--- src/rtl/rtcd_pkg.sv ---
package rtcd_pkg;

   // Largest image row the line store holds.
   localparam int unsigned RTCD_MAX_WIDTH = 1024;

   // Field widths of the channels and registers.
   localparam int RTCD_PIX_W      = 8;
   localparam int RTCD_CX_W       = 10;
   localparam int RTCD_CY_W       = 12;
   localparam int RTCD_GATE_W     = 8;
   localparam int RTCD_IW_W       = 11;
   localparam int RTCD_IH_W       = 13;
   localparam int RTCD_CSR_IDX_W  = 2;
   localparam int RTCD_CSR_DATA_W = 13;

   // Neighborhood geometry.
   localparam int RTCD_LINES  = 6;
   localparam int RTCD_WIN    = 7;
   localparam int RTCD_RADIUS = 3;
   localparam int RTCD_RING   = 16;
   localparam int RTCD_SUM_W  = RTCD_PIX_W + $clog2(RTCD_RING);
   localparam int RTCD_MEAN_SHIFT = $clog2(RTCD_RING);
   localparam int RTCD_SWAP_W = $clog2(RTCD_RING + 1);
   localparam int RTCD_SWAPS_NEEDED = 4;
   // A center is tested when the new pixel's column is at least twice the
   // radius and that column plus this margin is at most the row width.
   localparam int RTCD_FAR_MARGIN = 2;

   localparam logic [RTCD_CY_W-1:0] RTCD_ROW_MAX = '1;

   // Depth of the queue between the window front end and the ring test.
   localparam int RTCD_QDEPTH = 4;

   // Register reset values.
   localparam logic [RTCD_GATE_W-1:0] RTCD_GATE_RST   = 8'd38;
   localparam logic [RTCD_IW_W-1:0]   RTCD_WIDTH_RST  = 11'd640;
   localparam logic [RTCD_IH_W-1:0]   RTCD_HEIGHT_RST = 13'd480;

   typedef enum logic [RTCD_CSR_IDX_W-1:0] {
      CSR_GATE   = 2'd0,
      CSR_WIDTH  = 2'd1,
      CSR_HEIGHT = 2'd2
   } rtcd_csr_type;

   typedef struct packed {
      logic [RTCD_GATE_W-1:0] gate;
      logic [RTCD_IW_W-1:0]   width;
      logic [RTCD_IH_W-1:0]   height;
   } rtcd_cfg_type;

   // One classified center on its way from the window to the ring test.
   typedef struct packed {
      logic                                  tested;
      logic [RTCD_CX_W-1:0]                  center_x;
      logic [RTCD_CY_W-1:0]                  center_y;
      logic [RTCD_PIX_W-1:0]                 center;
      logic [RTCD_RING-1:0][RTCD_PIX_W-1:0]  ring;
   } rtcd_entry_type;

   // Ring offsets, counterclockwise from the point straight below the center.
   function automatic int ring_dx(input int i);
      int d;
      case (i)
         1, 7:          d = 1;
         2, 6:          d = 2;
         3, 4, 5:       d = 3;
         9, 15:         d = -1;
         10, 14:        d = -2;
         11, 12, 13:    d = -3;
         default:       d = 0;
      endcase
      return d;
   endfunction

   function automatic int ring_dy(input int i);
      int d;
      case (i)
         0, 1, 15:      d = 3;
         2, 14:         d = 2;
         3, 13:         d = 1;
         5, 11:         d = -1;
         6, 10:         d = -2;
         7, 8, 9:       d = -3;
         default:       d = 0;
      endcase
      return d;
   endfunction

endpackage

--- src/rtl/rtcd_queue.sv ---
module rtcd_queue import rtcd_pkg::*; (
   input  logic           clock,
   input  logic           reset,
   input  logic           push,
   input  rtcd_entry_type push_entry,
   output logic           full,
   input  logic           pop,
   output logic           not_empty,
   output rtcd_entry_type pop_entry
);

   localparam int PTR_W = $clog2(RTCD_QDEPTH);
   localparam int CNT_W = $clog2(RTCD_QDEPTH + 1);

   rtcd_entry_type   entries_ff [RTCD_QDEPTH];
   logic [PTR_W-1:0] wr_ptr_ff, wr_ptr_in, rd_ptr_ff, rd_ptr_in;
   logic [CNT_W-1:0] count_ff, count_in;
   logic             do_push, do_pop;

   assign full      = (count_ff == CNT_W'(RTCD_QDEPTH));
   assign not_empty = (count_ff != '0);
   assign pop_entry = entries_ff[rd_ptr_ff];
   assign do_push   = push && !full;
   assign do_pop    = pop && not_empty;

   always_comb begin
      wr_ptr_in = wr_ptr_ff;
      rd_ptr_in = rd_ptr_ff;
      count_in  = count_ff;
      if (do_push) begin
         wr_ptr_in = (wr_ptr_ff == PTR_W'(RTCD_QDEPTH - 1)) ? '0 : wr_ptr_ff + PTR_W'(1);
      end
      if (do_pop) begin
         rd_ptr_in = (rd_ptr_ff == PTR_W'(RTCD_QDEPTH - 1)) ? '0 : rd_ptr_ff + PTR_W'(1);
      end
      if (do_push && !do_pop) begin
         count_in = count_ff + CNT_W'(1);
      end else if (do_pop && !do_push) begin
         count_in = count_ff - CNT_W'(1);
      end
   end

   always_ff @(posedge clock) begin
      if (reset) begin
         wr_ptr_ff <= '0;
         rd_ptr_ff <= '0;
         count_ff  <= '0;
      end else begin
         wr_ptr_ff <= wr_ptr_in;
         rd_ptr_ff <= rd_ptr_in;
         count_ff  <= count_in;
      end
   end

   always_ff @(posedge clock) begin
      if (do_push) begin
         entries_ff[wr_ptr_ff] <= push_entry;
      end
   end

   a_count_bound: assert property (@(posedge clock) disable iff (reset)
      count_ff <= CNT_W'(RTCD_QDEPTH))
      else $error("queue count exceeds depth");

   a_empty_ptrs: assert property (@(posedge clock) disable iff (reset)
      (count_ff == '0) |-> (wr_ptr_ff == rd_ptr_ff))
      else $error("empty queue with pointers apart");

endmodule

--- config.mk ---
export PLATFORM = sky130hd
export DESIGN_NAME = rtcd_queue
export DESIGN_NICKNAME = d
export VERILOG_FILES = /design/src/rtl/rtcd_pkg.sv /design/src/rtl/rtcd_queue.sv
export SDC_FILE = /design/constraint.sdc
export NUM_CORES = 1
export LEC_CHECK = 0
export BUFFER_PORTS_ARGS = -buffer_cell sky130_fd_sc_hd__buf_4
export CAP_MARGIN = 20
export CELL_PAD_IN_SITES_DETAIL_PLACEMENT = 0
export CELL_PAD_IN_SITES_GLOBAL_PLACEMENT = 2
export CORE_ASPECT_RATIO = 0.7
export CORE_UTILIZATION = 40
export DETAILED_ROUTE_END_ITERATION = 16
export GPL_ROUTABILITY_DRIVEN = 0
export GPL_TIMING_DRIVEN = 0
export PLACE_DENSITY = 0.71
export SYNTH_ARGS = -nofsm -noshare
export SYNTH_HDL_FRONTEND = slang
export SYNTH_SLANG_ARGS = --single-unit
--- constraint.sdc ---
create_clock -name clock -period 11.1 [get_ports clock]
set_clock_uncertainty 0.15 [all_clocks]
set_input_delay 1.11 -clock clock [delete_from_list [all_inputs] [get_ports clock]]
set_output_delay 1.11 -clock clock [all_outputs]
set_load 0.1 [all_outputs]
# ---- Word level (Yosys, flattened, before mapping)
# Memory sizes are Yosys's and may differ from the RTL's. A register that Yosys moved wholly into a read port is not among the register bits.
# Cells that the tools add are included.
dict set report op_classes {
  reduce_logical 9
  n_addsub 4
  n_mux 8
  eq_ne 3
}
# operator count
set op_table {}
lappend op_table {{two-way mux 2 bit} 4}
lappend op_table {{two-way mux 3 bit} 2}
lappend op_table {{adder 2 x 1 -> 2 bit, second input constant} 2}
lappend op_table {{== test 2 bit, second input constant} 2}
lappend op_table {{logical AND 1 bit} 4}
lappend op_table {{adder 3 x 1 -> 3 bit, second input constant} 1}
lappend op_table {{== test 3 bit, second input constant} 1}
lappend op_table {{zero test 1 bit} 3}
lappend op_table {{nonzero test 3 bit} 1}
lappend op_table {{subtractor 3 x 1 -> 3 bit, second input constant} 1}
lappend op_table {{two-way mux 1 bit} 2}
lappend op_table {{nonzero test 2 bit} 1}
dict set report totals {
  input_bits 163
  ram_bits 636
  word_cells 28
  reg_bits 7
  memories 1
}
# name words width read_ports rd_clocked_by_memory_dff write_ports line_no
set memory_table {}
lappend memory_table {entries_ff 4 159 1 1 1 rtcd_queue.sv:15} ;# rtcd_entry_type entries_ff [RTCD_QDEPTH];

# ---- Depth between registers and ports, before layout
dict set report logic_depth {
  depth_word 7
  mapped_depth 10
  depth_no_buf 9
}

# ---- Worst setup path after synthesis
# OpenSTA, ideal clock, no wires.
dict set report synth_timing {
  path_type {input to register}
  start {in push}
  end {mem entries_ff[3][0] (netlist bit), enable pin}
  required_ps 10411
  t_arrival_ps 4805
  slack_ps 5606
  path_stages 1
  cell_sequence {and3_1}
}
dict set report synth_between {
  elab_chain_len 3
}
# element line_no
set synth_lines {}
lappend synth_lines {{start: declaration} rtcd_queue.sv:4} ;# input logic push,
lappend synth_lines {{logical AND 1 bit} rtcd_queue.sv:23} ;# assign do_push = push && !full;
lappend synth_lines {{two-way mux 1 bit} rtcd_queue.sv:56} ;# if (do_push) begin
lappend synth_lines {{two-way mux 1 bit (not written as such)} rtcd_queue.sv:57} ;# entries_ff[wr_ptr_ff] <= push_entry;
lappend synth_lines {{end: declaration} rtcd_queue.sv:15}
# No other way between the ends.

==> metrics.yaml <==
status:
  status: "complete, no violations"
place:
  post-place-cells: 1965
  portBuffers: 322
  dp_hpwl_mm: 28.9
  place_area_sq_um: 27100
  place_ws_ns: 7.42
critical_path:
  crit_fanout: 10
  crit_path_cell_trace: "buf_2 > clkbuf_1 > buf_2 > mux4_2 > buf_4"
  critPathBufInv: 4
  cp-endpoint: "pop_entry[125]"
  r2r_slack_ns: 8.56
  cpMostUsedCell: "buf_2"
  reg2reg_depth: 5
  r2r-end: "entries_ff[3][75]"
  path_depth: 5
  startpoint_type: "register"
  critical_path_class: "register to primary output"
  critPathCaptureType: "primary output"
  worstPathArrival_ns: 2.90
  critPathMaxStageDelay_ns: 0.75
  timing.rr.start: "count_ff[0]"
  path_delay_family: "buffers and inverters"
  critical_path.slowest_cell: "clkbuf_1"
  required_ns: 9.84
worst_hold_path:
  hold_class: "register to register"
floorplan:
  io_pins: 324
  initial_core_util: 0.409
  die_x_um: 291
  num_rows: 73
  die_area_sq_um: 59500
  core_sq_um: 57300
  fp.dieH_um: 204
cells_and_area:
  nets: 1445
  final_cell_area_sq_um: 28800
  syn2layout_area_growth_pct: 23.2
  layout-drive-gt1-share: 0.458
  layout.cells.non_filler: 2072
yosys:
  synth_area_sq_um: 23400
  synth_top_family_by_area: "multiplexers"
  synth_compound_area_frac: 0.00171
  yosys_warnings: 0
  muxShareOfSynthArea: 0.154
  synthSimpleGateAreaFrac: 0.00369
  seq_area_frac_synth: 0.824
  synthesis.instances: 881
  ys_types: 22
  synthAdderAreaFrac: 0.00406
  syn_nets: 1051
  ys_ff_latch: 645
  syn_avg_cell_area_sq_um: 26.6
  synth_xor_area_frac: 0.000748
power:
  intPower_w: 0.00475
  clkPwrFrac: 0.231
  seqPwrFrac: 0.371
  leakage_nw: 9.60
  p_switching_w: 0.00331
  p_comb_frac: 0.398
  ir_worst_vdd_mv: 0.140
  powerDensity_nw_per_um2: 279
  p_sw_frac: 0.411
timing:
  fin_ws_ns: 6.94
  hold_viol_final: 0
  setup_violations: 0
  fmax_ghz: 0.240
  rsz0062_at_grt: "false"
  whs_ns: 0.356
  slew_violations: 0
  layout_min_cycle_time_ns: 4.16
  tns_ns: 0
  finalCritPeriodShare: 0.375
  tightestPinTransition_ns: 0.977
  max-slew-margin-rel: 0.349
clock_network:
  cts_tree: "built"
  cts_setup_buffers: 0
  clock_latency_ns: 0.60
  h-tree-depth: 2
  hold_buffers: 0
  numCtsBuffers: 58
  ctsLongestPathBuffers: 3
  clock-root-buffer: "clkbuf_16"
  cts_resized: 0
  path_clk_slew_ns: 0.07
  clock_sinks: 645
drt:
  drt-initial-drc-count: 690
  vias_per_cell: 5.06
  wl_per_cell_um: 22.7
  drtAntennaViolNets: 0
  dr.pass1.iters: 4
  routed_wl_mm: 47.0
  routed-via-count: 10482
  drc: 0
run:
  maxCapViolCount: 0
grt:
  antenna_found_initial: 4
  grt_max_degree: 55
  grt_pass1_wl_mm: 69.9
  grt_pass1_vias: 11097
  overflow: 0
  grt_use_total: 0.158
-- power by group through the flow --
| stage | Clock [W] | Combinational, W | Sequential [W] |
|---|---|---|---|
| detailed placement | 0 | 0.00325 | 0.00305 |
| finish | 0.00186 | 0.00321 | 0.00299 |
| global placement | 0 | 0.00320 | 0.00312 |
| floorplan | 0 | 0.00253 | 0.00307 |
| global route | 0.00202 | 0.00332 | 0.00301 |
| CTS | 0.00192 | 0.00325 | 0.00299 |
-- metrics by stage --
step	power [W]	util
global route	0.00835	0.504
CTS	0.00817	0.504
detailed placement	0.00629	0.473
global placement	0.00632	0.467
floorplan	0.00560	-
finish	0.00806	0.504
-- kinds of logic after synthesis --
logic type      after synthesis
simple gates                 16
mux                         161
fa+ha+maj                     7
buf+inv                      43
xor+xnor                      2
flops                       645
compound gates                7
-- state kept, by name (all words and copies together) (netlist names), named ones only --
register,count
count_ff,3
wr_ptr_ff,2
entries_ff,636
rd_ptr_ff,2
-- cell usage in the layout, fill, tap and decap left out, drive strengths merged --
master and n:
nor3 1, or3 3, inv 8, mux2i 2
nand3 2, o31ai 2, clkinvlp 3, a21oi 3
ha 6, and3 4, xor2 2, clkbuf 75
nand2 1, or3b 1, mux4 159, diode 2
bufinv 2, buf 366, nor2 4, clkinv 28
dfxtp 9, edfxtp 636, fa 1, o21ai 2
-- how the worst min path moves through the flow --
stage | slack, ns | depth (start not counted) | start | end
floorplan | 0.31 | 2 | rd_ptr_ff[0] | register
global placement | 0.33 | 2 | rd_ptr_ff[0] | rd_ptr_ff[0]
detailed placement | 0.35 | 2 | rd_ptr_ff[0] | rd_ptr_ff[0]
CTS | 0.36 | 2 | rd_ptr_ff[0] | rd_ptr_ff[0]
global route | 0.39 | 2 | count_ff[2] | count_ff[2]
finish | 0.36 | 2 | rd_ptr_ff[0] | rd_ptr_ff[0]
-- layout make-up --
cell class | count | area [sq um]
diodes | 2 | 5.00
inverters | 5 | 18.8
multi-input cells | 193 | 3860
clock buffers | 69 | 1510
flip-flops and latches | 645 | 19300
repair buffers | 334 | 2740
plain buffers | 38 | 270
clock inverters | 36 | 224
fillers | 4519 | 28400
well taps | 750 | 938
-- worst register-to-register path, cell delays in order, from the launching register on --
cell	delay, ns
dfxtp_1	0.45
or3b_1	0.14
buf_2	0.17
and3_4	0.57
buf_16	0.34
buf_16	0.30
-- routing by layer --
layer,part of all wire,GRT usage
met4,0.016,0.0382
met3,0.084,0.0544
met2,0.47,0.243
met5,0.00066,0
met1,0.43,0.218
-- synth_stat cells --
cell	number	share of area
a21oi_1	3	0.00064
and3_1	4	0.0011
buf_2	18	0.0038
buf_6	14	0.0067
clkbuf_1	6	0.00096
dfxtp_1	9	0.0077
edfxtp_1	636	0.82
fa_1	1	0.00086
ha_1	6	0.0032
inv_1	4	0.00064
inv_2	1	0.00016
mux2i_1	2	0.00086
mux4_2	159	0.15
nand2_1	1	0.00016
nand3_1	2	0.00043
nor2_1	4	0.00064
nor3_1	1	0.00021
o21ai_0	2	0.00043
o31ai_1	2	0.00064
or3_1	3	0.00080
or3b_1	1	0.00037
xor2_1	2	0.00075
Power figures use the tool's default switching activity.
