`src/rtl/rtcd_pkg.sv`:
```
package rtcd_pkg;

   // Largest image row the line store holds.
   localparam int unsigned RTCD_MAX_WIDTH = 1024;

   // Field widths of the channels and registers.
   localparam int RTCD_PIX_W      = 8;
   localparam int RTCD_CX_W       = 10;
   localparam int RTCD_CY_W       = 12;
   localparam int RTCD_GATE_W     = 8;
   localparam int RTCD_IW_W       = 11;
   localparam int RTCD_IH_W       = 13;
   localparam int RTCD_CSR_IDX_W  = 2;
   localparam int RTCD_CSR_DATA_W = 13;

   // Neighborhood geometry.
   localparam int RTCD_LINES  = 6;
   localparam int RTCD_WIN    = 7;
   localparam int RTCD_RADIUS = 3;
   localparam int RTCD_RING   = 16;
   localparam int RTCD_SUM_W  = RTCD_PIX_W + $clog2(RTCD_RING);
   localparam int RTCD_MEAN_SHIFT = $clog2(RTCD_RING);
   localparam int RTCD_SWAP_W = $clog2(RTCD_RING + 1);
   localparam int RTCD_SWAPS_NEEDED = 4;
   // A center is tested when the new pixel's column is at least twice the
   // radius and that column plus this margin is at most the row width.
   localparam int RTCD_FAR_MARGIN = 2;

   localparam logic [RTCD_CY_W-1:0] RTCD_ROW_MAX = '1;

   // Depth of the queue between the window front end and the ring test.
   localparam int RTCD_QDEPTH = 4;

   // Register reset values.
   localparam logic [RTCD_GATE_W-1:0] RTCD_GATE_RST   = 8'd38;
   localparam logic [RTCD_IW_W-1:0]   RTCD_WIDTH_RST  = 11'd640;
   localparam logic [RTCD_IH_W-1:0]   RTCD_HEIGHT_RST = 13'd480;

   typedef enum logic [RTCD_CSR_IDX_W-1:0] {
      CSR_GATE   = 2'd0,
      CSR_WIDTH  = 2'd1,
      CSR_HEIGHT = 2'd2
   } rtcd_csr_type;

   typedef struct packed {
      logic [RTCD_GATE_W-1:0] gate;
      logic [RTCD_IW_W-1:0]   width;
      logic [RTCD_IH_W-1:0]   height;
   } rtcd_cfg_type;

   // One classified center on its way from the window to the ring test.
   typedef struct packed {
      logic                                  tested;
      logic [RTCD_CX_W-1:0]                  center_x;
      logic [RTCD_CY_W-1:0]                  center_y;
      logic [RTCD_PIX_W-1:0]                 center;
      logic [RTCD_RING-1:0][RTCD_PIX_W-1:0]  ring;
   } rtcd_entry_type;

   // Ring offsets, counterclockwise from the point straight below the center.
   function automatic int ring_dx(input int i);
      int d;
      case (i)
         1, 7:          d = 1;
         2, 6:          d = 2;
         3, 4, 5:       d = 3;
         9, 15:         d = -1;
         10, 14:        d = -2;
         11, 12, 13:    d = -3;
         default:       d = 0;
      endcase
      return d;
   endfunction

   function automatic int ring_dy(input int i);
      int d;
      case (i)
         0, 1, 15:      d = 3;
         2, 14:         d = 2;
         3, 13:         d = 1;
         5, 11:         d = -1;
         6, 10:         d = -2;
         7, 8, 9:       d = -3;
         default:       d = 0;
      endcase
      return d;
   endfunction

endpackage

```
`src/rtl/rtcd_if.sv`:
```


interface rtcd_rsp_if import rtcd_pkg::*; ();
   logic                 valid;
   logic                 ready;
   logic                 tested;
   logic                 is_corner;
   logic [RTCD_CX_W-1:0] center_x;
   logic [RTCD_CY_W-1:0] center_y;

   modport source (output valid, tested, is_corner, center_x, center_y, input ready);
   modport sink   (input valid, tested, is_corner, center_x, center_y, output ready);
endinterface


```
`src/rtl/rtcd_back.sv`:
```
module rtcd_back import rtcd_pkg::*; (
   input  logic                   clock,
   input  logic                   reset,
   input  logic [RTCD_GATE_W-1:0] gate,
   input  logic                   not_empty,
   input  rtcd_entry_type         head,
   output logic                   pop,
   rtcd_rsp_if.source             rsp_if
);

   localparam int HALF = RTCD_RING / 2;
   localparam int HI_W = RTCD_PIX_W + 1;
   localparam int LO_W = RTCD_PIX_W + 2;

   // Stage 1: ring sum.
   logic                  s1_valid_ff, s1_valid_in;
   rtcd_entry_type        s1_entry_ff;
   logic [RTCD_SUM_W-1:0] s1_sum_ff, sum_c;

   // Stage 2: threshold flags for every ring point.
   logic                 s2_valid_ff, s2_valid_in;
   logic                 s2_tested_ff, s2_cok_ff, s2_start_ff;
   logic [RTCD_CX_W-1:0] s2_cx_ff;
   logic [RTCD_CY_W-1:0] s2_cy_ff;
   logic [RTCD_RING-1:0] s2_below_ff, s2_above_ff;

   // Stage 3: hysteresis over the first half of the ring.
   logic                   s3_valid_ff, s3_valid_in;
   logic                   s3_tested_ff, s3_cok_ff, s3_high_ff;
   logic [RTCD_CX_W-1:0]   s3_cx_ff;
   logic [RTCD_CY_W-1:0]   s3_cy_ff;
   logic [HALF-1:0]        s3_below_ff, s3_above_ff;
   logic [RTCD_SWAP_W-1:0] s3_swaps_ff;

   // Result register.
   logic                 rsp_valid_ff, rsp_valid_in;
   logic                 rsp_tested_ff, rsp_corner_ff;
   logic [RTCD_CX_W-1:0] rsp_cx_ff;
   logic [RTCD_CY_W-1:0] rsp_cy_ff;

   logic s1_load, s2_load, s3_load, rsp_load;

   logic [RTCD_PIX_W-1:0]  mean;
   logic [HI_W-1:0]        hi;
   logic signed [LO_W-1:0] lo;
   logic [RTCD_RING-1:0]   below_c, above_c;
   logic                   cok_c, start_c;
   logic                   h1, h2;
   logic [RTCD_SWAP_W-1:0] sw1, sw2;

   assign rsp_load = s3_valid_ff && (!rsp_valid_ff || rsp_if.ready);
   assign s3_load  = s2_valid_ff && (!s3_valid_ff || rsp_load);
   assign s2_load  = s1_valid_ff && (!s2_valid_ff || s3_load);
   assign s1_load  = not_empty && (!s1_valid_ff || s2_load);
   assign pop      = s1_load;

   always_comb begin
      s1_valid_in  = s1_load ? 1'b1 : (s2_load  ? 1'b0 : s1_valid_ff);
      s2_valid_in  = s2_load ? 1'b1 : (s3_load  ? 1'b0 : s2_valid_ff);
      s3_valid_in  = s3_load ? 1'b1 : (rsp_load ? 1'b0 : s3_valid_ff);
      rsp_valid_in = rsp_load ? 1'b1 : (rsp_if.ready ? 1'b0 : rsp_valid_ff);
   end

   always_comb begin
      sum_c = '0;
      for (int i = 0; i < RTCD_RING; i++) begin
         sum_c = sum_c + RTCD_SUM_W'(head.ring[i]);
      end
   end

   // Thresholds sit one gate above and below the ring mean; the low one may go
   // negative, so it is compared as a signed value.
   always_comb begin
      mean = s1_sum_ff[RTCD_SUM_W-1:RTCD_MEAN_SHIFT];
      hi   = HI_W'(mean) + HI_W'(gate);
      lo   = $signed(LO_W'(mean)) - $signed(LO_W'(gate));
      for (int i = 0; i < RTCD_RING; i++) begin
         below_c[i] = $signed(LO_W'(s1_entry_ff.ring[i])) < lo;
         above_c[i] = HI_W'(s1_entry_ff.ring[i]) > hi;
      end
      cok_c   = ($signed(LO_W'(s1_entry_ff.center)) > lo) &&
                (HI_W'(s1_entry_ff.center) < hi);
      start_c = s1_entry_ff.ring[RTCD_RING-1] > mean;
   end

   always_comb begin
      h1  = s2_start_ff;
      sw1 = '0;
      for (int i = 0; i < HALF; i++) begin
         if (h1) begin
            if (s2_below_ff[i]) begin
               h1  = 1'b0;
               sw1 = sw1 + RTCD_SWAP_W'(1);
            end
         end else if (s2_above_ff[i]) begin
            h1  = 1'b1;
            sw1 = sw1 + RTCD_SWAP_W'(1);
         end
      end
      h2  = s3_high_ff;
      sw2 = s3_swaps_ff;
      for (int i = 0; i < HALF; i++) begin
         if (h2) begin
            if (s3_below_ff[i]) begin
               h2  = 1'b0;
               sw2 = sw2 + RTCD_SWAP_W'(1);
            end
         end else if (s3_above_ff[i]) begin
            h2  = 1'b1;
            sw2 = sw2 + RTCD_SWAP_W'(1);
         end
      end
   end

   always_ff @(posedge clock) begin
      if (reset) begin
         s1_valid_ff  <= 1'b0;
         s2_valid_ff  <= 1'b0;
         s3_valid_ff  <= 1'b0;
         rsp_valid_ff <= 1'b0;
      end else begin
         s1_valid_ff  <= s1_valid_in;
         s2_valid_ff  <= s2_valid_in;
         s3_valid_ff  <= s3_valid_in;
         rsp_valid_ff <= rsp_valid_in;
      end
   end

   always_ff @(posedge clock) begin
      if (s1_load) begin
         s1_entry_ff <= head;
         s1_sum_ff   <= sum_c;
      end
      if (s2_load) begin
         s2_tested_ff <= s1_entry_ff.tested;
         s2_cx_ff     <= s1_entry_ff.center_x;
         s2_cy_ff     <= s1_entry_ff.center_y;
         s2_below_ff  <= below_c;
         s2_above_ff  <= above_c;
         s2_cok_ff    <= cok_c;
         s2_start_ff  <= start_c;
      end
      if (s3_load) begin
         s3_tested_ff <= s2_tested_ff;
         s3_cx_ff     <= s2_cx_ff;
         s3_cy_ff     <= s2_cy_ff;
         s3_cok_ff    <= s2_cok_ff;
         s3_below_ff  <= s2_below_ff[RTCD_RING-1:HALF];
         s3_above_ff  <= s2_above_ff[RTCD_RING-1:HALF];
         s3_high_ff   <= h1;
         s3_swaps_ff  <= sw1;
      end
      if (rsp_load) begin
         rsp_tested_ff <= s3_tested_ff;
         rsp_corner_ff <= s3_tested_ff && s3_cok_ff &&
                          (sw2 == RTCD_SWAP_W'(RTCD_SWAPS_NEEDED));
         rsp_cx_ff     <= s3_cx_ff;
         rsp_cy_ff     <= s3_cy_ff;
      end
   end

   assign rsp_if.valid     = rsp_valid_ff;
   assign rsp_if.tested    = rsp_tested_ff;
   assign rsp_if.is_corner = rsp_corner_ff;
   assign rsp_if.center_x  = rsp_cx_ff;
   assign rsp_if.center_y  = rsp_cy_ff;

   a_corner_tested: assert property (@(posedge clock) disable iff (reset)
      (rsp_valid_ff && rsp_corner_ff) |-> rsp_tested_ff)
      else $error("corner flagged on an untested center");

   a_untested_zero: assert property (@(posedge clock) disable iff (reset)
      (rsp_valid_ff && !rsp_tested_ff) |-> (rsp_cx_ff == '0 && rsp_cy_ff == '0))
      else $error("untested result carries coordinates");

endmodule

```
`src/flat_wrapper.sv`:
```
// flat-port wrapper written by rule: the top's interface ports become plain ports
module rtcd_back_flat import rtcd_pkg::*;
  (clock, reset, gate, not_empty, head, pop, rsp_if_valid, rsp_if_tested, rsp_if_is_corner, rsp_if_center_x, rsp_if_center_y, rsp_if_ready);
  rtcd_rsp_if rsp_if_i ();
  input  logic clock;
  input  logic reset;
  input  logic [RTCD_GATE_W-1:0] gate;
  input  logic not_empty;
  input  rtcd_entry_type head;
  output logic pop;
  output wire logic [$bits(rsp_if_i.valid)-1:0] rsp_if_valid;
  output wire logic [$bits(rsp_if_i.tested)-1:0] rsp_if_tested;
  output wire logic [$bits(rsp_if_i.is_corner)-1:0] rsp_if_is_corner;
  output wire logic [$bits(rsp_if_i.center_x)-1:0] rsp_if_center_x;
  output wire logic [$bits(rsp_if_i.center_y)-1:0] rsp_if_center_y;
  input wire logic [$bits(rsp_if_i.ready)-1:0] rsp_if_ready;
  assign rsp_if_valid = rsp_if_i.valid;
  assign rsp_if_tested = rsp_if_i.tested;
  assign rsp_if_is_corner = rsp_if_i.is_corner;
  assign rsp_if_center_x = rsp_if_i.center_x;
  assign rsp_if_center_y = rsp_if_i.center_y;
  assign rsp_if_i.ready = rsp_if_ready;
  rtcd_back u_core (.clock(clock), .reset(reset), .gate(gate), .not_empty(not_empty), .head(head), .pop(pop), .rsp_if(rsp_if_i));
endmodule
```
`config.mk`:
```
export PLATFORM = sky130hd
export DESIGN_NAME = rtcd_back_flat
export DESIGN_NICKNAME = d
export VERILOG_FILES = /design/src/rtl/rtcd_pkg.sv /design/src/rtl/rtcd_if.sv /design/src/rtl/rtcd_back.sv /design/src/flat_wrapper.sv
export SDC_FILE = /design/constraint.sdc
export NUM_CORES = 1
export LEC_CHECK = 0
export BUFFER_PORTS_ARGS = -buffer_cell sky130_fd_sc_hd__buf_2
export CORE_UTILIZATION = 45
export CTS_BUF_LIST = sky130_fd_sc_hd__clkbuf_2
export CTS_CLUSTER_SIZE = 40
export DETAILED_ROUTE_END_ITERATION = 8
export PLACE_DENSITY = 0.75
export RECOVER_POWER = 100
export SYNTH_ARGS = -nofsm -noshare
export SYNTH_HDL_FRONTEND = slang
export SYNTH_SLANG_ARGS = --single-unit
```
`constraint.sdc`:
```
create_clock -name clock -period 17.8 [get_ports clock]
set_clock_uncertainty 0.1 [all_clocks]
set_input_delay 0.89 -clock clock [delete_from_list [all_inputs] [get_ports clock]]
set_output_delay 0.89 -clock clock [all_outputs]
set_load 0.05 [all_outputs]
```
# After elaboration in Yosys (flattened, before gate mapping)
# Cells that the tools add are included.
# word_totals
ff_bits	302
latchBits	0
ramBits	0
mem_bits_ro	0
in_bits	171
output_inout_bits	26
elab_cells	232
memories	0
# op_classes
add_sub_neg	32
n_mul	0
n_div	0
order_cmp	35
n_eq_ne	1
shifts	0
muxes	101
bitwise_logic	0
n_reduce_logical	19
# op_table
operator	count
$mux W5	46
$add A12 B8 Y12	14
$lt A9 B10 Y1	16
$gt A8 B9 Y1	16
$add A5 B1 Y5 const B	15
$mux W1	55
$add A8 B8 Y9	2
$gt A9 B10 Y1	1
$lt A8 B9 Y1	1
$sub A8 B8 Y9	1
$gt A8 B8 Y1	1
$reduce_bool A2 Y1	4
$logic_and A1 B1 Y1	7
$eq A5 B3 Y1 const B	1
$logic_not A1 Y1	4
$logic_or A1 B1 Y1	4

# Logic depth before layout (Yosys ltp)
# Gate-level depths: netlist (run 1).
# depth
ltp_word	26
depth_mapped	27
ltp_nobuf	27

# Least setup slack after synthesis (run 1)
# OpenSTA, ideal clock, no wires.
# synth_timing
kind	input port to flip-flop
start	input port rsp_if_ready
end	register u_core.s1_entry_ff[0] in the netlist's numbering (enable)
setup_time_ps	1003
t_arrival_ps	14273
t_required_ps	16697
path_slack_ps	2424
path_stages	3
path_buffers	0
cell_sequence	nor2b_1 and3_1 a21boi_0
# synth_between
elab_chain_cells	8
# synth_rtl
item	line	rtl
from (decl)	flat_wrapper.sv:16	input wire logic [$bits(rsp_if_i.ready)-1:0] rsp_if_ready;
$logic_or A1 B1 Y1	rtcd_back.sv:51	assign rsp_load = s3_valid_ff && (!rsp_valid_ff || rsp_if.ready);
$logic_and A1 B1 Y1	rtcd_back.sv:51	
$logic_or A1 B1 Y1	rtcd_back.sv:52	assign s3_load = s2_valid_ff && (!s3_valid_ff || rsp_load);
$logic_and A1 B1 Y1	rtcd_back.sv:52	
$logic_or A1 B1 Y1	rtcd_back.sv:53	assign s2_load = s1_valid_ff && (!s2_valid_ff || s3_load);
$logic_and A1 B1 Y1	rtcd_back.sv:53	
$logic_or A1 B1 Y1	rtcd_back.sv:54	assign s1_load = not_empty && (!s1_valid_ff || s2_load);
$logic_and A1 B1 Y1	rtcd_back.sv:54	
net pop	flat_wrapper.sv:10	output logic pop;
to (signal assigned)	rtcd_back.sv:131	s1_entry_ff <= head;
to (decl)	rtcd_back.sv:17	rtcd_entry_type s1_entry_ff;
# The timed path passes the listed nets, and every way through them passes these cells.
# A chain may end at the register's enable or synchronous reset.

# Final worst setup path (run 1)
# layout_timing
start	register u_core.rsp_valid_ff (netlist: u_core.rsp_if.valid)
end	register u_core.s1_entry_ff[8] in the netlist's numbering (enable)
# layout_between
elab_chain_cells	9
# layout_rtl
item	line	rtl
from (decl)	rtcd_back.sv:36	logic rsp_valid_ff, rsp_valid_in;
from (signal assigned)	rtcd_back.sv:125	rsp_valid_ff <= rsp_valid_in;
$logic_not A1 Y1	rtcd_back.sv:51	
$logic_or A1 B1 Y1	rtcd_back.sv:51	
$logic_and A1 B1 Y1	rtcd_back.sv:51	
$logic_or A1 B1 Y1	rtcd_back.sv:52	
$logic_and A1 B1 Y1	rtcd_back.sv:52	
$logic_or A1 B1 Y1	rtcd_back.sv:53	
$logic_and A1 B1 Y1	rtcd_back.sv:53	
$logic_or A1 B1 Y1	rtcd_back.sv:54	
$logic_and A1 B1 Y1	rtcd_back.sv:54	
# No other way between the ends.

==> results of run 1 <==
-- cells in the mapped netlist (14+ instances only) --
cell	count
o21a_1	62
nand4_1	41
inv_1	187
xor2_1	15
nand2_1	30
fa_1	103
nand2b_1	74
xnor2_1	31
ha_1	320
nand3_1	14
nor2b_1	61
a211oi_1	21
o21ai_0	98
edfxtp_1	294
a21oi_1	83
nor2_1	55
-- timing repair --
action                                 CTS  global route
endpoints found under the hold margin  163             0
setup buffers                            0             0
hold buffers                           161             0
-- power groups by stage --
stage / clock (mW) / combinational, mW / sequential [mW]
floorplan: 0 / 2.38 / 1.01
global placement: 0 / 3.16 / 1.02
detailed placement: 0 / 3.32 / 1.02
CTS: 0.517 / 3.39 / 1.01
global route: 0.554 / 3.88 / 1.02
finish: 0.502 / 3.41 / 1.01
-- layer usage --
metal / wire length (um) / GRT usage
met3: 2990 / 0.0406
met5: 0 / 0
met2: 26200 / 0.400
met1: 21300 / 0.275
met4: 2500 / 0.116
-- worst max-delay path, cell delays in order (launching register included) --
cell and delay, ns:
dfxtp_1 0.32, nor2b_1 0.21, and3_1 0.26, a21boi_0 0.38, clkbuf_1 6.59
-- state kept, by name, indices dropped and copies added (netlist names), 10 cells and up --
signal and cells:
u_core.rsp_if.center_x 10, u_core.rsp_if.center_y 12, u_core.s1_entry_ff 159, u_core.s2_above_ff 16, u_core.s2_below_ff 16, u_core.s2_cx_ff 10, u_core.s2_cy_ff 12, u_core.s3_cx_ff 10
u_core.s3_cy_ff 12
-- cell type report --
| type | instances | area (um^2) | share of cell area |
|---|---|---|---|
| Inverter | 187 | 702 | 0.0285 |
| Antenna cell | 6 | 15.0 | 0.000611 |
| Timing Repair Buffer | 376 | 2540 | 0.103 |
| Clock inverter | 38 | 241 | 0.00982 |
| Multi-Input combinational cell | 1174 | 10900 | 0.445 |
| Sequential cell | 298 | 8910 | 0.362 |
| Tap cell | 600 | 751 | 0.0305 |
| Clock buffer | 100 | 500 | 0.0204 |
-- worst max path at each step --
stage | from | end | slack (ns) | depth (start not counted)
floorplan | rsp_if_ready | u_core.s1_entry_ff[0] | 2.42 | 3
global placement | head[0] | u_core.s1_sum_ff[11] | 10.18 | 28
detailed placement | head[0] | u_core.s1_sum_ff[11] | 10.11 | 28
CTS | head[0] | u_core.s1_sum_ff[11] | 10.67 | 29
global route | u_core.rsp_if.valid | u_core.s1_entry_ff[8] | 8.46 | 4
finish | u_core.rsp_if.valid | u_core.s1_entry_ff[8] | 8.97 | 4
-- kinds of logic (layout without fill, tap and decap cells) --
| group | after synthesis | after routing | synth area share |
|---|---|---|---|
| AOI/OAI and AO/OA | 337 | 337 | 0.104 |
| DFF | 298 | 298 | 0.432 |
| adders and majority gates | 423 | 423 | 0.294 |
| other | 0 | 6 | 0 |
| muxes | 15 | 15 | 0.00825 |
| and+or+nand+nor | 346 | 346 | 0.0968 |
| xor gates and xnor gates | 53 | 53 | 0.0268 |
| buffers and inverters | 203 | 701 | 0.0380 |
-- cells in the final DEF (no fill, tap or decap), types with 21 or more instances in the layout --
cell type and instances:
o21a_1 62, a21oi_1 82, nand2b_1 74, o21ai_0 99
clkbuf_1 151, edfxtp_1 294, clkbuf_2 103, xnor2_1 31
nor2_1 55, ha_1 320, nand4_1 41, clkinv_1 23
nand2_1 30, nor2b_1 60, fa_1 103, dlygate4sd3_1 161
a211oi_1 21, buf_2 46, inv_1 187
-- through the flow --
stage	util	cell area, um^2	setup slack, ns	hold slack, ns
2_1_floorplan	-	20600	2.42	0.300
3_3_place_gp	0.496	22500	10.18	0.301
3_5_place_dp	0.496	22500	10.11	0.305
4_1_cts	0.548	24800	10.67	0.00807
5_1_grt	0.543	24600	8.46	0.0782
6_report	0.543	24600	8.97	0.149
==> results.toml, run 1 <==
[power]
power.share.clock = 0.102
p_total_mw = 4.93
combPwrFrac = 0.692
p_int_mw = 2.57
vdd_drop_max_mv = 0.298
leakage_nw = 10.5
p_sw_frac = 0.478
p_per_area_mw_per_mm2 = 200
power_frac_seq = 0.206
switchingPower_mw = 2.35

[synthesis]
yosys_register_bits = 298
syn_avg_cell_area_um2 = 12.3
syn_nets = 2269
syn_area_mm2 = 0.0206
synth_cell_types = 82
yosysWarnings = 0
synth-edff-count = 294
yosysTopAreaCellShare = 0.428
synthDominantAreaCellType = "edfxtp_1"
synthCells = 1675
async_flop_share = 0
ys.flop_type = "edfxtp_1"
synthTopCellsByArea = "edfxtp_1 43%, ha_1 19%, fa_1 10%"
ys_seq_area_frac = 0.432

[sta]
worst-slew-pin-transition_ns = 9.57
fmax_mhz = 113
rsz0062_at_grt = "false"
final_hold_viol_count = 0
tns_ns = 0
layout_min_cycle_time_ns = 8.83
slew_headroom = -5.38
fin_crit_sh = 0.496
slew_viol_final = 275
setup_violations = 0

[die]
core.rowCount = 78
die_area_mm2 = 0.0467
initial_core_util = 0.455
fp.dieH_um = 216
core_area_mm2 = 0.0453
dieWidth_um = 216
ioPinCount = 197

[drt]
drt.antenna.violating_nets = 0
first_pass_iters = 5
vias_per_cell = 5.27
wirelength_mm = 53.0
post_drt_wl_per_cell_um = 19.1
drtIter0Drc = 898
drc = 0
vias = 14700

[clocking]
clk_latency_ns = 1.11
h-tree-depth = 3
root_buffer = "clkbuf_2"
numCtsBuffers = 77
cts_sinks = 298
clk_pin_slew_worst_paths_ns = 0.10
cts_tree = "done"
ctsResizeCount = 0
cts_buffer_depth = 3

[global_route]
antenna_found_initial = 3
grt_pass1_wl_mm = 82.6
grt-ovfl-total = 0
grt_pass1_vias = 15400
track_usage = 0.231
grt_max_degree = 168

[worst_setup_path]
cp_max_fo = 167
start_kind = "register"
critPathArrivalTime_ns = 9.08
r2r_end = "u_core.s1_entry_ff[8]"
critPathKind = "reg -> reg"
end_kind = "register"
r2r_slack_ns = 8.97
rr_startpoint = "u_core.rsp_if.valid"
worstPathRequired_ns = 18.05
r2r_cells = 4

[run_status]
violations = "max-capacitance violations, max-slew violations"
status = "complete, but fails checks"

[finish]
layout.nets = 2708
areaGrowthSynthToFinish_pct = 19.3
nFillCells = 3862
stdcell_count = 2779
drive_above_1_share = 0.0985

[worst_hold_path]
worstHoldStart = "rsp_if_ready"
whs_path_depth = 4
hp-class = "in -> reg"
min_to = "u_core.rsp_if.valid"

[place]
portBuffers = 196
hpwl_mm = 39.1
placed_cells = 2474
place.gp.congestion = 0.946

[run]
timing.max_cap.violations = 4
Power figures use the tool's default switching activity.
==> run 2, diff against run 1 <==
==> constraint.sdc (replaced) <==
create_clock -name clock -period 9.15 [get_ports clock]
set_clock_uncertainty 0.1 [all_clocks]
set_input_delay 0.4575 -clock clock [delete_from_list [all_inputs] [get_ports clock]]
set_output_delay 0.4575 -clock clock [all_outputs]
set_load 0.05 [all_outputs]
==> results.toml, run 2 (synthesis gave the netlist of run 1 again) <==
[power]
p_per_area_mw_per_mm2 = 381
vdd_drop_max_mv = 0.676
leakage_nw = 10.8

[sta]
fmax_mhz = 136
slew_headroom = -2.17
worst-slew-pin-transition_ns = 4.76
tns_ns = 0
slew_viol_final = 275
final_hold_viol_count = 0
fin_crit_sh = 0.806
rsz0062_at_grt = "false"
setup_violations = 0
layout_min_cycle_time_ns = 7.38

[drt]
vias = 15100
post_drt_wl_per_cell_um = 19.2
drt.antenna.violating_nets = 0
drc = 0
first_pass_iters = 5
wirelength_mm = 54.6
vias_per_cell = 5.28
drtIter0Drc = 935

[clocking]
numCtsBuffers = 79
h-tree-depth = 3
cts_tree = "done"
root_buffer = "clkbuf_2"
clk_pin_slew_worst_paths_ns = 0.10
cts_sinks = 298
clk_latency_ns = 1.07
cts_buffer_depth = 3

[die]
ioPinCount = 197
core_area_mm2 = 0.0453
initial_core_util = 0.455
core.rowCount = 78
dieWidth_um = 216
die_area_mm2 = 0.0467
fp.dieH_um = 216

[place]
place.gp.congestion = 0.947
hpwl_mm = 39.2
portBuffers = 196

[global_route]
track_usage = 0.238
grt-ovfl-total = 0
grt_max_degree = 85
grt_pass1_vias = 15900
antenna_found_initial = 5
grt_pass1_wl_mm = 85.1

[finish]
drive_above_1_share = 0.0999
layout_commonest_cell = "ha_1"
layout.nets = 2775
layout_common_cells = "320 x ha_1, 294 x edfxtp_1, 225 x dlygate4sd3_1"
fin_util = 0.558
regMostFlops = "u_core.s1_entry_ff"
largestRegisters = "u_core.s1_entry_ff: 159 flops, u_core.s2_above_ff: 16 flops, u_core.s2_below_ff: 16 flops"
largest_reg_flops = 159
areaGrowthSynthToFinish_pct = 22.5

[worst_setup_path]
worstPathRequired_ns = 9.52
slowest_stage = "clkbuf_1"
critPathMostFrequentCell = "clkbuf_1"
start_kind = "register"
cp_slowest_stage_delay_ns = 3.45
critPathKind = "reg -> reg"
end_kind = "register"
cp_max_fo = 84
cp_num_buf_inv = 2
crit_chain = "nor2b_1, and3_1, a21boi_0, clkbuf_1, clkbuf_1"
critical-path-top-delay-family = "buffers and inverters"
critPathArrivalTime_ns = 7.74

[run_status]
violations = "max-capacitance violations, max-slew violations"
status = "complete, but fails checks"

[worst_hold_path]
hp-class = "in -> reg"

[run]
timing.max_cap.violations = 6
[run 2: what timing repair did]
action,in CTS,in global routing
hold buffers,225,0
resized for setup,0,0
buffers inserted,0,0
hold endpoints to repair,186,0
[run 2: worst paths after layout]
kind	from	to	depth (start not counted)	slack, ns
max	u_core.rsp_if.valid	u_core.s1_entry_ff[42]	5	1.77
min	reset	u_core.rsp_if.valid	3	0.09
max reg2reg	u_core.rsp_if.valid	u_core.s1_entry_ff[42]	5	1.77
min reg2reg	u_core.s1_entry_ff[151]	u_core.s2_cx_ff[3]	0	0.24
[run 2: layout make-up]
class | instances | area (um^2)
inverters | 187 | 702
diodes | 6 | 15.0
clock buffers | 114 | 571
flip-flops and latches | 298 | 8910
repair buffers | 441 | 3170
well taps | 600 | 751
clock inverters | 29 | 208
multi-input cells | 1174 | 10900
fillers | 3819 | 20000
[run 2: tightest hold or removal path, delay by kind of cell]
family        cells  cell delay [ns]
buf+inv           2             0.67
simple gates      1             0.06
[run 2: per-stage QoR]
stage / instances / power, mW / hold slack, ns / area, um^2 / worst slack [ns]
after floorplan: 1675 / 6.57 / 0.300 / 20600 / 2.45
after global placement: 2475 / 8.12 / 0.300 / 22500 / 1.97
after detailed placement: 2475 / 8.44 / 0.305 / 22500 / 1.98
after CTS: 2843 / 9.58 / 0.000445 / 25500 / 2.49
after global routing: 2849 / 10.7 / 0.0233 / 25300 / 1.35
final: 2849 / 9.62 / 0.0870 / 25300 / 1.77
[run 2: report_power, final]
| group | switching, mW | internal [mW] | total [mW] |
|---|---|---|---|
| combinational | 3.85 | 2.78 | 6.63 |
| sequential | 0.112 | 1.86 | 1.97 |
| clock | 0.616 | 0.407 | 1.02 |
[run 2: layer usage]
| layer | wire (um) | GRT usage |
|---|---|---|
| met3 | 3170 | 0.0460 |
| met2 | 26900 | 0.408 |
| met4 | 2570 | 0.128 |
| met1 | 21900 | 0.283 |
| met5 | 0 | 0 |
==> run 3, diff against run 2 <==
--- a/config.mk
+++ b/config.mk
@@ -5,6 +5,7 @@
 export SDC_FILE = /design/constraint.sdc
 export NUM_CORES = 1
 export LEC_CHECK = 0
+export ABC_AREA = 1
 export BUFFER_PORTS_ARGS = -buffer_cell sky130_fd_sc_hd__buf_2
 export CORE_UTILIZATION = 45
 export CTS_BUF_LIST = sky130_fd_sc_hd__clkbuf_2
==> constraint.sdc (replaced) <==
create_clock -name clock -period 6.9 [get_ports clock]
set_clock_uncertainty 0.1 [all_clocks]
set_input_delay 0.345 -clock clock [delete_from_list [all_inputs] [get_ports clock]]
set_output_delay 0.345 -clock clock [all_outputs]
set_load 0.05 [all_outputs]
==> results.toml, run 3 <==
[run_status]
status = "complete, but fails checks"
violations = "max-capacitance violations, max-slew violations"

[finish]
largestRegisters = "u_core.s1_entry_ff: 159 flops, u_core.s2_above_ff: 16 flops, u_core.s2_below_ff: 16 flops"
layout_common_cells = "329 x inv_1, 323 x dlygate4sd3_1, 320 x ha_1"
drive_above_1_share = 0.116
layout_commonest_cell = "inv_1"
design_area_mm2 = 0.0264
largest_reg_flops = 159
layout.nets = 3098
areaGrowthSynthToFinish_pct = 27.6
nFillCells = 3679
regMostFlops = "u_core.s1_entry_ff"
stdcell_count = 3166

[place]
placed_cell_area_mm2 = 0.0227
portBuffers = 196
placed_cells = 2701
place.gp.congestion = 0.921
hpwl_mm = 39.8

[clocking]
clk_latency_ns = 1.11
post_cts_buffers = 0
cts_tree = "done"
cts_buffer_depth = 3
numCtsBuffers = 78
cts_sinks = 298
clk_pin_slew_worst_paths_ns = 0.12
root_buffer = "clkbuf_2"
h-tree-depth = 3

[die]
fp.dieH_um = 217
dieWidth_um = 217
core.rowCount = 78
ioPinCount = 197
initial_core_util = 0.456
core_area_mm2 = 0.0454
die_area_mm2 = 0.0469

[global_route]
grt_max_degree = 72
grt_pass1_vias = 17400
antenna_found_initial = 4
grt_pass1_wl_mm = 91.1
track_usage = 0.255
grt-ovfl-total = 0

[drt]
vias_per_cell = 5.22
dr_wl_met2_mm = 29.1
post_drt_wl_per_cell_um = 18.4
wirelength_mm = 58.4
vias = 16500
top_layer = "met4"
first_pass_iters = 6
drtIter0Drc = 1115
drt.antenna.violating_nets = 0
wl_met1_mm = 22.0
met3_wirelength_mm = 4.36
drc = 0

[sta]
fmax_mhz = 156
fin_crit_sh = 0.929
rsz0062_at_grt = "false"
final_hold_viol_count = 0
slew_viol_final = 279
tns_ns = 0
worst-slew-pin-transition_ns = 3.13
setup_violations = 0
layout_min_cycle_time_ns = 6.41
slew_headroom = -1.09

[synthesis]
synthCells = 1876
yosysTopAreaCellShare = 0.426
syn_avg_cell_area_um2 = 11.0
syn_nets = 2470
synth-edff-count = 294
synthDominantAreaCellType = "edfxtp_1"
yosysWarnings = 0
yosys_register_bits = 298
synthTopCellsByArea = "edfxtp_1 43%, ha_1 19%, fa_1 10%"
ys_seq_area_frac = 0.430
syn_area_mm2 = 0.0207
synth_most_common_cell = "inv_1"
ys.flop_type = "edfxtp_1"
async_flop_share = 0
synth_cell_types = 47
synthTopCellsByCount = "330 x inv_1, 320 x ha_1, 294 x edfxtp_1"

[worst_setup_path]
worstPathRequired_ns = 7.75
cp_slowest_stage_delay_ns = 0.55
cp_max_fo = 3
critPathMostFrequentCell = "inv_1"
critPathKind = "in -> reg"
start_kind = "input port"
slowest_stage = "fa_1"
r2r_slack_ns = 1.33
critPathArrivalTime_ns = 7.26
end_kind = "register"

[power]
leakage_nw = 12.1
vdd_drop_max_mv = 0.883
p_total_mw = 14.1
p_per_area_mw_per_mm2 = 534

[run]
timing.max_cap.violations = 6

[worst_hold_path]
hp-class = "in -> reg"
==> run 3: per-stage QoR <==
step	setup WS, ns	util	hold WS, ns
finish	0.489	0.583	0.0626
global route	0.0881	0.582	-0.000187
CTS	0.542	0.587	0.00190
detailed placement	-0.0727	0.500	0.305
global placement	-0.0759	0.500	0.301
floorplan	0.365	-	0.300
==> run 3: critical path: cells and delay by family <==
kind / cells / cell delay (ns)
AOI/OAI and AO/OA: 6 / 1.10
xor gates and xnor gates: 2 / 0.38
buffers and inverters: 12 / 1.42
adders and majority gates: 9 / 4.03
==> run 3: layout make-up <==
| cell class | count | area [um^2] | share of cell area |
|---|---|---|---|
| repair buffers | 552 | 4260 | 0.161 |
| inverters | 348 | 1310 | 0.0494 |
| well taps | 600 | 751 | 0.0284 |
| multi-input cells | 1226 | 10500 | 0.396 |
| diodes | 4 | 10.0 | 0.000379 |
| clock buffers | 114 | 571 | 0.0216 |
| flip-flops and latches | 298 | 8910 | 0.337 |
| clock inverters | 24 | 156 | 0.00592 |
==> run 3: worst paths after layout <==
kind | from | to | depth (start not counted)
worst min-delay path | gate[7] | u_core.s2_above_ff[12] | 6
worst max-delay path | head[8] | u_core.s1_sum_ff[9] | 29
worst min register to register | u_core.s2_below_ff[13] | u_core.s3_below_ff[5] | 0
worst max register to register | u_core.s2_start_ff | u_core.s3_swaps_ff[4] | 31
==> run 3: layer usage <==
layer / global-route usage / up-vias
li1: - / 7796
met1: 0.292 / 7792
met2: 0.445 / 739
met3: 0.0533 / 205
met4: 0.134 / 0
met5: 0 / -
==> run 3: where the power goes <==
group | leakage, nW | internal [mW] | switching, mW
Clock | 0.547 | 0.495 | 0.814
Combinational | 8.71 | 4.21 | 5.97
Sequential | 2.86 | 2.51 | 0.134
==> run 3: timing repair <==
item                                    4_1_cts  5_1_grt
endpoints found under the setup margin        0        1
hold endpoints to repair                    234        0
hold buffers                                323        0
gates resized for setup                       0        1
==> run 3: cell families after synthesis <==
kind of cell | Yosys count | share of synthesized area
buf+inv | 352 | 0.0638
simple gates | 483 | 0.111
compound gates | 284 | 0.0859
xor+xnor | 36 | 0.0169
fa+ha+maj | 423 | 0.293
flops | 298 | 0.430
